File: src/sv/b64d_pkg.sv
// Shared types and constants for the lenient base64 decoder.
// No dependencies; imported by the front, queue, back and top modules.
package b64d_pkg;

   localparam int BURST_MAX   = 3;
   localparam int QUEUE_DEPTH = 4;

   localparam logic [7:0] CHAR_PAD     = 8'h3D;
   localparam logic [7:0] CHAR_PLUS    = 8'h2B;
   localparam logic [7:0] CHAR_SLASH   = 8'h2F;
   localparam logic [7:0] CHAR_UPPER_A = 8'h41;
   localparam logic [7:0] CHAR_UPPER_Z = 8'h5A;
   localparam logic [7:0] CHAR_LOWER_A = 8'h61;
   localparam logic [7:0] CHAR_LOWER_Z = 8'h7A;
   localparam logic [7:0] CHAR_DIGIT_0 = 8'h30;
   localparam logic [7:0] CHAR_DIGIT_9 = 8'h39;

   localparam logic [5:0] SEXTET_LOWER_BASE = 6'd26;
   localparam logic [5:0] SEXTET_DIGIT_BASE = 6'd52;
   localparam logic [5:0] SEXTET_PLUS       = 6'd62;
   localparam logic [5:0] SEXTET_SLASH      = 6'd63;

   typedef struct packed {
      logic       valid;
      logic [5:0] value;
   } sextet_type;

   // Up to three result bytes produced by one request, oldest in slot 0.
   typedef struct packed {
      logic [BURST_MAX-1:0][7:0] bytes;
      logic [1:0]                last_idx;
      logic                      byte_valid;
      logic                      done;
   } burst_type;

   typedef struct packed {
      logic not_empty;
      logic full;
   } queue_status_type;

   function automatic sextet_type sextet_decode(input logic [7:0] c);
      sextet_type s;
      s.valid = 1'b1;
      s.value = '0;
      case (c) inside
         [CHAR_UPPER_A:CHAR_UPPER_Z]: s.value = 6'(c - CHAR_UPPER_A);
         [CHAR_LOWER_A:CHAR_LOWER_Z]: s.value = 6'(c - CHAR_LOWER_A) + SEXTET_LOWER_BASE;
         [CHAR_DIGIT_0:CHAR_DIGIT_9]: s.value = 6'(c - CHAR_DIGIT_0) + SEXTET_DIGIT_BASE;
         CHAR_PLUS:                   s.value = SEXTET_PLUS;
         CHAR_SLASH:                  s.value = SEXTET_SLASH;
         default:                     s.valid = 1'b0;
      endcase
      return s;
   endfunction

endpackage

File: src/sv/b64d_front.sv
// Front end: accepts characters, decodes sextets, gathers groups and
// pushes byte bursts into the queue. Depends on b64d_pkg.
module b64d_front (
   input  logic                         clock,
   input  logic                         reset,
   input  logic                         req_tvalid,
   output logic                         req_tready,
   input  logic [7:0]                   req_tdata,
   input  logic                         req_tlast,
   input  b64d_pkg::queue_status_type   queue_status,
   output logic                         push,
   output b64d_pkg::burst_type          push_data
);
   import b64d_pkg::*;

   logic [17:0] store_ff, store_in;
   logic [1:0]  count_ff, count_in;
   logic        pad_ff, pad_in;
   logic        emit;
   logic        accept;
   sextet_type  sx;
   logic [23:0] full;
   burst_type   burst;

   assign req_tready = !queue_status.full;
   assign accept     = req_tvalid && req_tready;
   assign push       = accept && emit;
   assign push_data  = burst;

   always_comb begin
      store_in = store_ff;
      count_in = count_ff;
      pad_in   = pad_ff;
      emit     = 1'b0;
      burst    = '0;
      sx       = sextet_decode(req_tdata);
      full     = {store_ff, sx.value};
      if (!pad_ff) begin
         if (req_tdata == CHAR_PAD) begin
            pad_in = 1'b1;
         end else if (sx.valid) begin
            if (count_ff == 2'd3) begin
               emit             = 1'b1;
               burst.bytes[0]   = full[23:16];
               burst.bytes[1]   = full[15:8];
               burst.bytes[2]   = full[7:0];
               burst.last_idx   = 2'd2;
               burst.byte_valid = 1'b1;
               store_in         = '0;
               count_in         = '0;
            end else begin
               store_in = {store_ff[11:0], sx.value};
               count_in = count_ff + 2'd1;
            end
         end
      end
      if (req_tlast) begin
         burst.done = 1'b1;
         if (!emit) begin
            case (count_in)
               2'd2: begin
                  burst.bytes[0]   = store_in[11:4];
                  burst.byte_valid = 1'b1;
               end
               2'd3: begin
                  burst.bytes[0]   = store_in[17:10];
                  burst.bytes[1]   = store_in[9:2];
                  burst.last_idx   = 2'd1;
                  burst.byte_valid = 1'b1;
               end
               default: begin
                  burst.byte_valid = 1'b0;
               end
            endcase
         end
         emit     = 1'b1;
         store_in = '0;
         count_in = '0;
         pad_in   = 1'b0;
      end
   end

   always_ff @(posedge clock) begin
      if (reset) begin
         store_ff <= '0;
         count_ff <= '0;
         pad_ff   <= 1'b0;
      end else if (accept) begin
         store_ff <= store_in;
         count_ff <= count_in;
         pad_ff   <= pad_in;
      end
   end

   a_eom_clears: assert property (@(posedge clock) disable iff (reset)
      accept && req_tlast |=> count_ff == 2'd0 && !pad_ff && store_ff == '0)
      else $error("state not cleared after end of message");
   a_store_width: assert property (@(posedge clock) disable iff (reset)
      count_ff == 2'd1 |-> store_ff[17:6] == '0)
      else $error("stale sextets above the pending group");
   a_pad_freezes: assert property (@(posedge clock) disable iff (reset)
      pad_ff && accept && !req_tlast |=> $stable(count_ff) && $stable(store_ff))
      else $error("decoding advanced after pad");
   a_no_push_full: assert property (@(posedge clock) disable iff (reset)
      queue_status.full |-> !push)
      else $error("push into full queue");

endmodule

File: src/sv/b64d_queue.sv
// Burst queue between front and back ends, a small register FIFO.
// Depends on b64d_pkg.
module b64d_queue (
   input  logic                         clock,
   input  logic                         reset,
   input  logic                         push,
   input  b64d_pkg::burst_type          push_data,
   input  logic                         pop,
   output b64d_pkg::burst_type          head,
   output b64d_pkg::queue_status_type   status
);
   import b64d_pkg::*;

   localparam int PTR_W   = $clog2(QUEUE_DEPTH);
   localparam int LEVEL_W = $clog2(QUEUE_DEPTH + 1);

   burst_type          mem_ff [QUEUE_DEPTH];
   logic [PTR_W-1:0]   wr_ptr_ff, rd_ptr_ff;
   logic [LEVEL_W-1:0] level_ff, level_in;

   assign head             = mem_ff[rd_ptr_ff];
   assign status.not_empty = level_ff != '0;
   assign status.full      = level_ff == LEVEL_W'(QUEUE_DEPTH);

   always_comb begin
      level_in = level_ff;
      if (push && !pop) begin
         level_in = level_ff + LEVEL_W'(1);
      end else if (pop && !push) begin
         level_in = level_ff - LEVEL_W'(1);
      end
   end

   always_ff @(posedge clock) begin
      if (push) begin
         mem_ff[wr_ptr_ff] <= push_data;
      end
   end

   always_ff @(posedge clock) begin
      if (reset) begin
         wr_ptr_ff <= '0;
         rd_ptr_ff <= '0;
         level_ff  <= '0;
      end else begin
         if (push) begin
            wr_ptr_ff <= wr_ptr_ff + PTR_W'(1);
         end
         if (pop) begin
            rd_ptr_ff <= rd_ptr_ff + PTR_W'(1);
         end
         level_ff <= level_in;
      end
   end

   a_level_range: assert property (@(posedge clock) disable iff (reset)
      level_ff <= LEVEL_W'(QUEUE_DEPTH))
      else $error("queue level out of range");
   a_no_pop_empty: assert property (@(posedge clock) disable iff (reset)
      !status.not_empty |-> !pop)
      else $error("pop from empty queue");
   a_ptr_gap: assert property (@(posedge clock) disable iff (reset)
      level_ff != LEVEL_W'(QUEUE_DEPTH) |-> PTR_W'(wr_ptr_ff - rd_ptr_ff) == PTR_W'(level_ff))
      else $error("queue pointers disagree with level");

endmodule

File: src/sv/b64d_back.sv
// Back end: unpacks queued bursts into single bytes behind an output register.
// Depends on b64d_pkg.
module b64d_back (
   input  logic                         clock,
   input  logic                         reset,
   input  b64d_pkg::burst_type          head,
   input  b64d_pkg::queue_status_type   queue_status,
   output logic                         pop,
   output logic                         rsp_tvalid,
   input  logic                         rsp_tready,
   output logic [7:0]                   rsp_tdata,
   output logic                         rsp_tuser,
   output logic                         rsp_tlast
);
   import b64d_pkg::*;

   logic       valid_ff;
   logic [7:0] data_ff, data_in;
   logic       user_ff, user_in;
   logic       last_ff, last_in;
   logic [1:0] index_ff, index_in;
   logic       load;
   logic       at_end;

   assign load       = !valid_ff || rsp_tready;
   assign at_end     = index_ff == head.last_idx;
   assign pop        = load && queue_status.not_empty && at_end;
   assign data_in    = head.bytes[index_ff];
   assign user_in    = head.byte_valid;
   assign last_in    = head.done && at_end;
   assign index_in   = at_end ? 2'd0 : index_ff + 2'd1;

   assign rsp_tvalid = valid_ff;
   assign rsp_tdata  = data_ff;
   assign rsp_tuser  = user_ff;
   assign rsp_tlast  = last_ff;

   always_ff @(posedge clock) begin
      if (reset) begin
         valid_ff <= 1'b0;
         index_ff <= '0;
      end else if (load) begin
         valid_ff <= queue_status.not_empty;
         if (queue_status.not_empty) begin
            index_ff <= index_in;
         end
      end
   end

   always_ff @(posedge clock) begin
      if (load && queue_status.not_empty) begin
         data_ff <= data_in;
         user_ff <= user_in;
         last_ff <= last_in;
      end
   end

   a_index_bound: assert property (@(posedge clock) disable iff (reset)
      queue_status.not_empty |-> index_ff <= head.last_idx)
      else $error("byte index past end of burst");
   a_index_idle: assert property (@(posedge clock) disable iff (reset)
      !queue_status.not_empty |-> index_ff == 2'd0)
      else $error("byte index left mid-burst with empty queue");
   a_empty_marks_done: assert property (@(posedge clock) disable iff (reset)
      rsp_tvalid && !rsp_tuser |-> rsp_tlast && rsp_tdata == 8'd0)
      else $error("empty result not marked as message end");

endmodule

File: src/sv/base64_lenient_decoder_core.sv
// Lenient base64 decoder: accepts at most one character per cycle, none while
// the burst queue is full, and returns bytes. Each fourth symbol yields three
// result bytes, which the back end returns one per cycle while the receiver
// is ready; sustained throughput is one byte per cycle, set by the output
// register, with a four-entry burst queue absorbing the 3-byte groups. Bytes
// pass through the burst queue, then the output register. Symbols outside the
// alphabet are skipped, the first pad stops decoding, and each end-of-message
// request yields a result with tlast set (tuser clear if no byte was due).
// Depends on b64d_pkg, b64d_front, b64d_queue and b64d_back.
module base64_lenient_decoder_core (
   input  logic       clock,
   input  logic       reset,
   input  logic       req_tvalid,
   output logic       req_tready,
   input  logic [7:0] req_tdata,   // [7:0] char_code
   input  logic       req_tlast,   // end_of_message
   output logic       rsp_tvalid,
   input  logic       rsp_tready,
   output logic [7:0] rsp_tdata,   // [7:0] data_byte
   output logic       rsp_tuser,   // byte_valid
   output logic       rsp_tlast    // message_done
);
   import b64d_pkg::*;

   logic             push;
   logic             pop;
   burst_type        push_data;
   burst_type        head;
   queue_status_type queue_status;

   b64d_front u_front (
      .clock        (clock),
      .reset        (reset),
      .req_tvalid   (req_tvalid),
      .req_tready   (req_tready),
      .req_tdata    (req_tdata),
      .req_tlast    (req_tlast),
      .queue_status (queue_status),
      .push         (push),
      .push_data    (push_data)
   );

   b64d_queue u_queue (
      .clock     (clock),
      .reset     (reset),
      .push      (push),
      .push_data (push_data),
      .pop       (pop),
      .head      (head),
      .status    (queue_status)
   );

   b64d_back u_back (
      .clock        (clock),
      .reset        (reset),
      .head         (head),
      .queue_status (queue_status),
      .pop          (pop),
      .rsp_tvalid   (rsp_tvalid),
      .rsp_tready   (rsp_tready),
      .rsp_tdata    (rsp_tdata),
      .rsp_tuser    (rsp_tuser),
      .rsp_tlast    (rsp_tlast)
   );

endmodule

File: config.mk
export PLATFORM = sky130hd
export DESIGN_NAME = base64_lenient_decoder_core
export DESIGN_NICKNAME = d
export VERILOG_FILES = /design/src/sv/b64d_pkg.sv /design/src/sv/b64d_front.sv /design/src/sv/b64d_queue.sv /design/src/sv/b64d_back.sv /design/src/sv/base64_lenient_decoder_core.sv
export SDC_FILE = /design/constraint.sdc
export NUM_CORES = 1
export LEC_CHECK = 0
export ABC_AREA = 0
export BUFFER_PORTS_ARGS = -buffer_cell sky130_fd_sc_hd__buf_4
export CAP_MARGIN = 20
export CORE_MARGIN = 2
export CORE_UTILIZATION = 45
export DETAILED_ROUTE_END_ITERATION = 8
export PLACE_DENSITY = 0.68
export SYNTH_ARGS = -nofsm -noshare
export SYNTH_HDL_FRONTEND = slang
export SYNTH_SLANG_ARGS = --single-unit
File: constraint.sdc
create_clock -name clock -period 3.31 [get_ports clock]
set_input_delay 0.1655 -clock clock [delete_from_list [all_inputs] [get_ports clock]]
set_output_delay 0.1655 -clock clock [all_outputs]
set_load 0.05 [all_outputs]
Yosys cells after proc, flatten, opt, wreduce, memory -nomap -nowiden
Memories as Yosys holds them, arrays and structs flattened. A register that Yosys moved wholly into a read port is not among the register bits.
Index checks and enable logic that the tools add are counted.
{"block": "op_classes", "muxes": 47, "order_cmp": 7, "n_eq_ne": 10, "add_sub_neg": 11, "reduce_logical": 21}
{"op": "$mux 27", "count": 4}
{"op": "$mux 18", "count": 5}
{"op": "$mux 6", "count": 5}
{"op": "$eq 8x6->1 const B", "count": 3}
{"op": "$mux 20", "count": 1}
{"op": "$mux 19", "count": 1}
{"op": "$mux 2", "count": 9}
{"op": "$bmux 8 s2", "count": 1}
{"op": "$ge 8x7->1 const B", "count": 2}
{"op": "$le 8x7->1 const B", "count": 2}
{"op": "$mux 1", "count": 16}
{"op": "$mux 8", "count": 2}
{"op": "$pmux 8 s2", "count": 1}
{"op": "$sub 6x6->6 const B", "count": 2}
{"op": "$logic_and 1x1->1", "count": 10}
{"op": "$add 2x1->2 const B", "count": 4}
{"op": "$ge 8x6->1 const B", "count": 1}
{"op": "$le 8x6->1 const B", "count": 1}
{"op": "$add 6x5->6 const B", "count": 1}
{"op": "$add 6x6->6 const B", "count": 1}
{"op": "$eq 2x2->1 const B", "count": 3}
{"op": "$mux 3", "count": 2}
{"op": "$sub 6x1->6 const B", "count": 1}
{"op": "$logic_not 1->1", "count": 4}
{"op": "other kinds (12)", "count": 14}
{"block": "totals", "input_bits": 13, "reg_bits": 41, "mem_bits_rw": 112, "mem_count": 1, "wordCells": 109}
{"memory": "u_queue.mem_ff", "words": 4, "word_bits": 28, "read_ports": 1, "rd_clocked_by_memory_dff": 1, "wr": 1, "line": "b64d_queue.sv:17", "rtl": "burst_type mem_ff [QUEUE_DEPTH];"}

Logic depth before layout (Yosys ltp)
Gate-level depths: netlist (run 1).
{"block": "logic_depth", "word_depth": 15, "ltp_mapped": 16}

Modules after synthesis
From an unflattened synthesis (run 1), not the netlist that was laid out.
{"block": "unflattened", "hier_cells": 487, "area_unflattened_um2": 7061.8}
{"mod": "b64d_queue", "seq_area_each_um2": 3543.4, "cells_per_inst": 190, "instances": 1, "area_per_inst_um2": 4520.6}
{"mod": "b64d_front", "seq_area_each_um2": 420.4, "cells_per_inst": 237, "instances": 1, "area_per_inst_um2": 1868.0}
{"mod": "b64d_back", "seq_area_each_um2": 360.3, "cells_per_inst": 60, "instances": 1, "area_per_inst_um2": 673.1}

Worst setup path after synthesis (run 1)
OpenSTA, ideal clock, no wires.
{"block": "synth_path", "path_type": "input-to-reg", "start": "in req_tdata[2]", "end": "reg u_queue.level_ff[2]", "cell_stages": 16, "path_slack_ps": 235, "arrival_time_ps": 3005, "cell_sequence": "buf_6 -> inv_1 -> ha_1 -> a21o_1 -> and2_1 -> a311o_1 -> a21oi_2 -> nand2_1 -> inv_2 -> o21a_4 -> ha_1 -> inv_1 -> fa_1 -> xor2_1 -> or3_1 -> a21oi_1"}
{"block": "synth_via", "elab_chain_len": 14}
{"element": "start: declaration", "line": "base64_lenient_decoder_core.sv:15", "rtl": "input logic [7:0] req_tdata,"}
{"element": "branches (longest 7 deep; another with $ge 8x6->1)"}
{"element": "$mux 1 *", "line": "b64d_front.sv:39", "rtl": "if (req_tdata == CHAR_PAD) begin"}
{"element": "$mux 1 *", "line": "b64d_front.sv:38", "rtl": "if (!pad_ff) begin"}
{"element": "$mux 1 *", "line": "b64d_front.sv:57", "rtl": "if (req_tlast) begin"}
{"element": "$logic_and 1x1->1 *", "line": "b64d_front.sv:27", "rtl": "assign push = accept && emit;"}
{"element": "via push", "line": "base64_lenient_decoder_core.sv:25", "rtl": "logic push;"}
{"element": "$logic_not 1->1", "line": "b64d_queue.sv:29", "rtl": "end else if (pop && !push) begin"}
{"element": "$logic_and 1x1->1", "line": "b64d_queue.sv:29"}
{"element": "$reduce_bool 2->1 (no line)"}
{"element": "end signal: assignment", "line": "b64d_queue.sv:52", "rtl": "level_ff <= level_in;"}
{"element": "end: declaration", "line": "b64d_queue.sv:19", "rtl": "logic [LEVEL_W-1:0] level_ff, level_in;"}
Mark *: on every way through the listed nets, which the timed path passes.
A chain may end at the register's enable or synchronous reset.

==> impl_metrics.ini, run 1 <==
[yosys]
synth.avg_cell_area_um2 = 14.0
synthMostInstantiatedCell = edfxtp_1
async_reset_ff_frac = 0
ys_seq_elements = 155
ys_types = 63
synth_top_area_share = 0.527
ys_seq_area_frac = 0.622
yosysWarnings = 0
synth_nets = 525
synth-main-ff-cell = edfxtp_1
synthCells = 496
synth_edf_count = 122
syn-cell-area_um2 = 6950
yosys-top-cells-count = edfxtp_1, nor2_1, dfxtp_1
yosysTopAreaCell = edfxtp_1
synth_area_leaders = edfxtp_1, dfxtp_1, mux4_2, ha_1, nor2_1

[worst_setup_path]
critPathCaptureType = flop
cp_slowest_stage_delay_ps = 560
path_cells = mux4_2 -> xnor2_1 -> and2_1 -> nand2_1 -> ha_1 -> inv_1 -> fa_1 -> xor2_1 -> or3_1 -> a21oi_1
required_ps = 3660
critPathKind = flop to flop
startpoint_type = flop
cp_top_family = simple AND/OR/NAND/NOR gates
critical-path-slowest-cell = mux4_2
worstPathArrival_ps = 3310
crit_fanout = 8
path_buf_inv = 1

[routing]
remaining_drc_errors = 0
initialDrtViolationCount = 565
drtAntennaViolNets = 0
num_vias = 4283
viasPerCell = 5.87
routed_wl_um = 14600
wl_per_cell_um = 20.0
drtPass1Iterations = 5

[timing]
hold_violations = 0
clock-skew-final_ps = 9.95
tightest_slew_ps = 659
fin_setup_tns_ps = 0
slew_headroom = 0.560
fin_crit_sh = 0.895
slew_viol_final = 0
rsz0062_at_grt = false
fmax_mhz = 338
finalCriticalPeriod_ps = 2960
finalSetupViolCount = 0

[floorplan]
dieArea_um2 = 16400
die_w_um = 128
top_level_ports = 25
dieHeight_um = 128
rows = 45
coreArea_um2 = 15100
start_util = 0.459

[placed_design]
dp_cells = 697
dp_hpwl_um = 9450
gp_congestion = 0.914
portBuffers = 24

[worst_hold_path]
hold_class = primary input to flop

[clocking]
clkTransAtPathRegs_ps = 60
cts_sinks = 155
cts_tree = done
clk_latency_ps = 420
cts_buffers = 17
cts_root_buf = clkbuf_16
htree_levels = 4
cts.path.max_buffers = 2
postCtsSetupBuffers = 0

[global_routing]
antenna_found_initial = 0
grt_pass1_vias = 4313
grt.overflow.total = 0
grt_pass1_wl_um = 23200
grt_max_degree = 32
gr-usage-all-layers = 0.189

[cells_and_area]
final_cells = 730
drive_above_1_share = 0.203
fillers = 1212
nets = 558
area_growth_pct = 15.2
diodes = 0
multi_input_area_um2 = 2400
regArea_um2 = 4330

[status]
status = completed

[pwr]
p_leak_uw = 0.00275
vdd_drop_max_v = 0.000419
powerDensity_nw_per_um2 = 717

[flow_run]
maxCapViolations = 0
[logic make-up after synthesis]
family,share of synthesized area
flip-flops,0.622
AND/OR/NAND/NOR,0.0859
XOR/XNOR,0.0151
adder cells (fa/ha/maj),0.0299
buffers and inverters,0.0321
multiplexers,0.110
AO/OA/AOI/OAI,0.105
[worst paths after layout]
kind	depth (start not counted)	endpoint	slack, ps	startpoint
setup / recovery	10	u_queue.level_ff[2]	350	flop
hold / removal	1	u_queue.mem_ff[1][0]	120	req_tlast
hold reg to reg	2	u_back.rsp_tvalid	490	u_back.rsp_tvalid
setup reg to reg	10	u_queue.level_ff[2]	350	flop
[what timing repair did]
action,CTS,global route
hold endpoints to repair,1,0
gates resized for setup,0,0
hold buffers,1,0
setup endpoints to repair,0,0
[state kept, by name, indices dropped and copies added, names as in the netlist, named ones only]
signal	count
u_back.rsp_tlast	1
u_front.store_ff	18
u_back.index_ff	2
u_queue.mem_ff	112
u_back.rsp_tvalid	1
u_queue.level_ff	3
u_front.pad_ff	1
u_queue.wr_ptr_ff	2
u_back.rsp_tdata	8
u_queue.rd_ptr_ff	2
u_front.count_ff	2
u_back.rsp_tuser	1
[final cells by class]
cell class | instances | share of cell area
Clock buffer | 25 | 0.0686
Multi-Input combinational cell | 291 | 0.300
Sequential cell | 155 | 0.540
Tap cell | 188 | 0.0294
Inverter | 23 | 0.0108
Clock inverter | 7 | 0.00610
Timing Repair Buffer | 41 | 0.0450
[through the flow]
stage	utilization	worst slack (ps)	total power, uW	cell area, um2	hold slack (ps)
after floorplan	-	235	3480	6950	264
after global placement	0.488	163	3850	7400	424
after detailed placement	0.488	56.1	3890	7400	432
after CTS	0.529	331	5790	8010	100
after global routing	0.529	168	5990	8010	106
final	0.529	349	5740	8010	123
[cells in the final DEF (no fill, tap or decap), types with 4 or more instances in the layout]
cell type    n
buf_12       4
a22oi_1     15
and3_1       6
nand3_1      9
edfxtp_1   122
a22o_1       9
xor2_1       7
mux4_2      28
o22ai_1      8
xnor2_1      5
a21oi_1     26
ha_1        15
clkbuf_16   20
and2_1      16
o21ai_0      9
mux2i_1     12
inv_1       22
o21ai_1      8
dfxtp_1     32
nand2b_1     5
nand2_1     29
nor2_1      35
buf_4       36
[report_power, final]
group	total (uW)	switching, uW	internal [uW]
combinational	1430	858	574
sequential	2410	101	2310
clock	1890	739	1160
total	5740	1700	4040
[routing by layer]
| metal | GRT usage | part of all wire |
|---|---|---|
| met1 | 0.240 | 0.43 |
| met2 | 0.316 | 0.50 |
| met3 | 0.0434 | 0.051 |
| met4 | 0.0763 | 0.021 |
| met5 | 0 | 0 |
Power figures use the tool's default switching activity.
==> inputs of run 2 (changes only) <==
Settings changed: SYNTH_HIERARCHICAL set to 1.
==> run 2 against run 1 <==
Compared with the run above:
- global-route usage rose by 0.16 points
- via count fell by 0.30%
- hold slack got worse by 81 ps
- combinational power barely moved
- clock skew fell by 1.9 ps
- count of clock-buffer cells in the layout fell by 2
- wire length rose by 1.8%
- core utilization rose by 0.57 points
- register-to-register slack improved by 70 ps
- sequential power barely moved
- flip-flop and latch count did not move
- non-clock buffer count did not move
- largest power group unchanged
==> impl_metrics.ini, run 2 <==
[floorplan]
top_level_ports = 25
rows = 45
die_w_um = 129
dieHeight_um = 129
start_util = 0.463
dieArea_um2 = 16700
coreArea_um2 = 15300

[yosys]
ys_seq_area_frac = 0.612
ys_types = 69
ys_seq_elements = 155
synth_nets = 516
synthMostInstantiatedCell = edfxtp_1
yosysWarnings = 6
synth_top_area_share = 0.519
synth-main-ff-cell = edfxtp_1
synth_area_leaders = edfxtp_1, dfxtp_1, mux4_2, mux4_1, ha_1
async_reset_ff_frac = 0
syn-cell-area_um2 = 7060
synthCells = 487
synth.avg_cell_area_um2 = 14.5
yosys-top-cells-count = edfxtp_1, nor2_1, dfxtp_1
synth_edf_count = 122
yosysTopAreaCell = edfxtp_1

[routing]
initialDrtViolationCount = 365
wl_per_cell_um = 19.9
drtPass1Iterations = 5
routed_wl_um = 14900
remaining_drc_errors = 0
viasPerCell = 5.71
drtAntennaViolNets = 0
num_vias = 4270

[cells_and_area]
nets = 553
design_area_um2 = 8150
final_util = 0.534
diodes = 0
area_growth_pct = 15.4
largest_reg_flops = 112
drive_above_1_share = 0.210
final_cell_mix = edfxtp_1, nor2_1, buf_4, dfxtp_1, nand2_1
final_common_cell = edfxtp_1
largest_register = u_queue/mem_ff

[clocking]
cts_root_buf = clkbuf_16
cts_tree = done
cts_resized = 0
htree_levels = 4
cts_buffers = 17
clk_latency_ps = 420
postCtsSetupBuffers = 0
cts_sinks = 155
cts.path.max_buffers = 2
cts_hold_buf = 0
clkTransAtPathRegs_ps = 60

[pwr]
vdd_drop_max_v = 0.000448
powerDensity_nw_per_um2 = 720
p_leak_uw = 0.00282
finalPower_uw = 5870

[worst_setup_path]
worstPathArrival_ps = 3240
reg2reg_depth = 10
reg2reg_slack_ps = 420
critPathKind = flop to flop
startpoint_type = flop
r2r-end = u_queue/level_ff[2]
crit_fanout = 5
required_ps = 3660
critPathCaptureType = flop

[timing]
finalCriticalPeriod_ps = 2890
hold_violations = 0
fin_crit_sh = 0.874
fin_setup_tns_ps = 0
clock-skew-final_ps = 8.02
slew_headroom = 0.477
fin_ws_ps = 417
rsz0062_at_grt = false
fmax_mhz = 346
finalSetupViolCount = 0
slew_viol_final = 0
tightest_slew_ps = 782

[worst_hold_path]
hold_class = primary input to flop
min-delay-start = req_tlast
whs_endpoint = u_queue/mem_ff[1][0]
hold_depth = 1

[placed_design]
gp_congestion = 0.873
portBuffers = 24
dp_hpwl_um = 9920
placed_cell_area_um2 = 7510
pre_cts_slack_ps = 195

[global_routing]
grt_max_degree = 35
grt_pass1_vias = 4384
antenna_found_initial = 0
gr-usage-all-layers = 0.191
grt.overflow.total = 0
grt_pass1_wl_um = 23700

[flow_run]
maxCapViolations = 0

[status]
status = completed
[run 2: cell count changes after synthesis, moves of 6 or more]
cell,previous run,this run
a21oi_1,26,10
nor2_1,35,50
and2_1,16,6
clkbuf_1,13,5
mux4_1,0,8
mux4_2,28,20
nor2b_1,3,10
nand2_1,29,23
o22ai_1,8,2
[run 2: per-layer routing]
layer / track usage / up-vias / part of all wire
met3: 0.0417 / 17 / 0.049
li1: - / 1964 / -
met1: 0.245 / 2149 / 0.44
met4: 0.0710 / 0 / 0.014
met5: 0 / - / 0
met2: 0.320 / 140 / 0.49
[run 2: worst max-delay path by stage]
| stage | slack, ps | start | cells after the start | endpoint |
|---|---|---|---|---|
| floorplan | 2 | req_tdata[2] | 16 | u_queue/level_ff[2] |
| global route | 240 | flop | 10 | u_queue/level_ff[2] |
| detailed placement | 200 | req_tdata[2] | 14 | u_queue/level_ff[2] |
| CTS | 390 | flop | 10 | u_queue/level_ff[2] |
| global placement | 300 | req_tdata[2] | 14 | u_queue/level_ff[2] |
| finish | 420 | flop | 10 | u_queue/level_ff[2] |
[run 2: layout make-up]
class	count	area, um2
inverters	18	67.6
repair buffers	41	358
fillers	1228	7110
flip-flops and latches	155	4330
clock inverters	9	91.3
clock buffers	23	553
well taps	211	264
multi-input cells	291	2490
[run 2: stage by stage]
stage,hold slack [ps],instances
final,42.7,748
after detailed placement,474,716
after CTS,19.9,748
after floorplan,235,487
after global placement,467,716
after global routing,28.7,748
[run 2: cell families after synthesis]
kind of cell | share of synthesized area
muxes | 0.114
and+or+nand+nor | 0.0920
adders and majority gates | 0.0294
DFF | 0.612
AOI/OAI and AO/OA | 0.108
xor gates and xnor gates | 0.00992
buffers and inverters | 0.0347
[run 2: critical path, cell delays in order, from the launching register on]
cell     delay, ps
dfxtp_2        420
mux4_2         580
xor2_1         180
nor3b_1        520
inv_1          110
ha_1           230
inv_1           70
fa_1           180
xor2_1          70
or3_1          310
a21oi_1        160
[run 2: report_power, final]
group | switching, uW | total (uW) | leakage [uW] | internal (uW)
registers | 89.9 | 2400 | 0.00138 | 2310
logic | 864 | 1440 | 0.00112 | 579
clock network | 765 | 2030 | 0.000322 | 1260
total | 1720 | 5870 | 0.00282 | 4150
==> inputs of run 3 (changes only) <==
Settings changed: CELL_PAD_IN_SITES_DETAIL_PLACEMENT set to 1, CELL_PAD_IN_SITES_GLOBAL_PLACEMENT set to 2, PLACE_DENSITY 0.68 to 0.86.
==> run 3 against run 2 <==
Compared with the run above:
- power decreased by 0.29%
- critical path depth increased by 1
- clock skew increased by 3.0 ps
- combinational power increased by 4%
- final cell count increased by 0.13%
- clock power decreased by 3%
==> impl_metrics.ini, run 3 (synthesis gave the netlist of run 2 again) <==
[floorplan]
dieHeight_um = 129
coreArea_um2 = 15300
rows = 45
die_w_um = 129
dieArea_um2 = 16700
start_util = 0.463
top_level_ports = 25

[timing]
clock-skew-final_ps = 11.1
slew_viol_final = 0
slew_headroom = 0.482
finalCriticalPeriod_ps = 2970
tightest_slew_ps = 777
hold_violations = 0
fmax_mhz = 337
fin_crit_sh = 0.896
rsz0062_at_grt = false
fin_setup_tns_ps = 0
finalSetupViolCount = 0

[worst_hold_path]
hold_depth = 1
min-delay-start = req_tlast
hold_class = primary input to flop
whs_endpoint = u_queue/mem_ff[2][0]

[cells_and_area]
nets = 554
fillers = 1483
drive_above_1_share = 0.212
final_common_cell = edfxtp_1
final_util = 0.532
final_cell_mix = edfxtp_1, nor2_1, buf_4, dfxtp_1, nand2_1
diodes = 0
largest_reg_flops = 112
final_cells = 749
area_growth_pct = 15.0
largest_register = u_queue/mem_ff

[routing]
wl_per_cell_um = 21.7
viasPerCell = 5.74
remaining_drc_errors = 0
drtAntennaViolNets = 0
initialDrtViolationCount = 289
num_vias = 4298
drtPass1Iterations = 4
routed_wl_um = 16300

[clocking]
cts_sinks = 155
clk_latency_ps = 410
htree_levels = 4
clkTransAtPathRegs_ps = 60
cts_root_buf = clkbuf_16
cts.path.max_buffers = 2
cts_tree = done
cts_buffers = 17
postCtsSetupBuffers = 0
cts_hold_buf = 0
cts_resized = 0

[worst_setup_path]
reg2reg_depth = 11
r2r-end = u_queue/level_ff[2]
required_ps = 3650
crit_fanout = 4
critPathKind = flop to flop
startpoint_type = flop
critPathCaptureType = flop
reg2reg_slack_ps = 340
worstPathArrival_ps = 3310

[status]
status = completed

[pwr]
combPwrFrac = 0.256
powerDensity_nw_per_um2 = 721
power_frac_clock = 0.334
power.internal_uw = 4040
vdd_drop_max_v = 0.000324
power.switching_uw = 1820
switching_share = 0.310
p_leak_uw = 0.00279
power.share.sequential = 0.410

[global_routing]
grt_pass1_wl_um = 25500
grt_max_degree = 35
antenna_found_initial = 0
gr-usage-all-layers = 0.204
grt_pass1_vias = 4479
grt.overflow.total = 0

[placed_design]
dp_cells = 717
gp_congestion = 0.848
portBuffers = 24
dp_hpwl_um = 11100

[flow_run]
maxCapViolations = 0
## run 3: changes by cell type in the layout (fill, tap and decap cells not counted), sizes merged
cell      before  now
buf           41   42
inv           22   27
clkbuf        23   17
bufinv         1    2
clkinv         4    1
clkinvlp       0    3
## run 3: metrics by stage
| step | hold WS [ps] | power (uW) | setup slack (ps) | cell area [um2] |
|---|---|---|---|---|
| detailed placement | 485 | 3940 | 152 | 7510 |
| global route | 58.4 | 6080 | 227 | 8120 |
| global placement | 477 | 3880 | 304 | 7510 |
| finish | 62.3 | 5850 | 343 | 8120 |
| CTS | 46.3 | 5900 | 355 | 8120 |
| floorplan | 235 | 3550 | 2.24 | 7060 |
## run 3: final cells by class
type                            instances  area (um2)  area share
Clock buffer                           17         425      0.0524
Clock inverter                         15         178      0.0219
Inverter                               18        67.6     0.00832
Multi-Input combinational cell        291        2490       0.307
Sequential cell                       155        4330       0.533
Tap cell                              211         264      0.0325
Timing Repair Buffer                   42         365      0.0450
## run 3: power groups by stage
stage	Clock (uW)	Sequential (uW)	Combinational [uW]
after CTS	1990	2400	1520
after floorplan	0	2660	889
after global routing	2070	2410	1600
after global placement	0	2430	1450
final	1960	2400	1500
after detailed placement	0	2440	1500
## run 3: critical path, cell delays in order, from the launching register on
cell     delay, ps
dfxtp_2        400
mux4_2         570
xor2_1         300
nor3b_1        120
buf_4          170
inv_1           70
ha_1           180
inv_1           60
fa_1           370
xor2_1         170
or3_1          330
a21oi_1        160
## run 3: how the worst max path moves through the flow
stage | from | endpoint | slack [ps] | cells past startpoint
6_report | flop | u_queue/level_ff[2] | 340 | 11
5_1_grt | flop | u_queue/level_ff[2] | 230 | 11
4_1_cts | flop | u_queue/level_ff[2] | 350 | 11
3_5_place_dp | req_tdata[2] | u_queue/level_ff[2] | 150 | 14
3_3_place_gp | req_tdata[2] | u_queue/level_ff[2] | 300 | 14
2_1_floorplan | req_tdata[2] | u_queue/level_ff[2] | 2 | 16
## run 3: routing by layer
metal  track usage  vias up  routed length, um
li1              -     1965                  -
met1         0.270     2224               7340
met2         0.346       91               8280
met3        0.0285       18                425
met4        0.0710        0                206
met5             0        -                  0
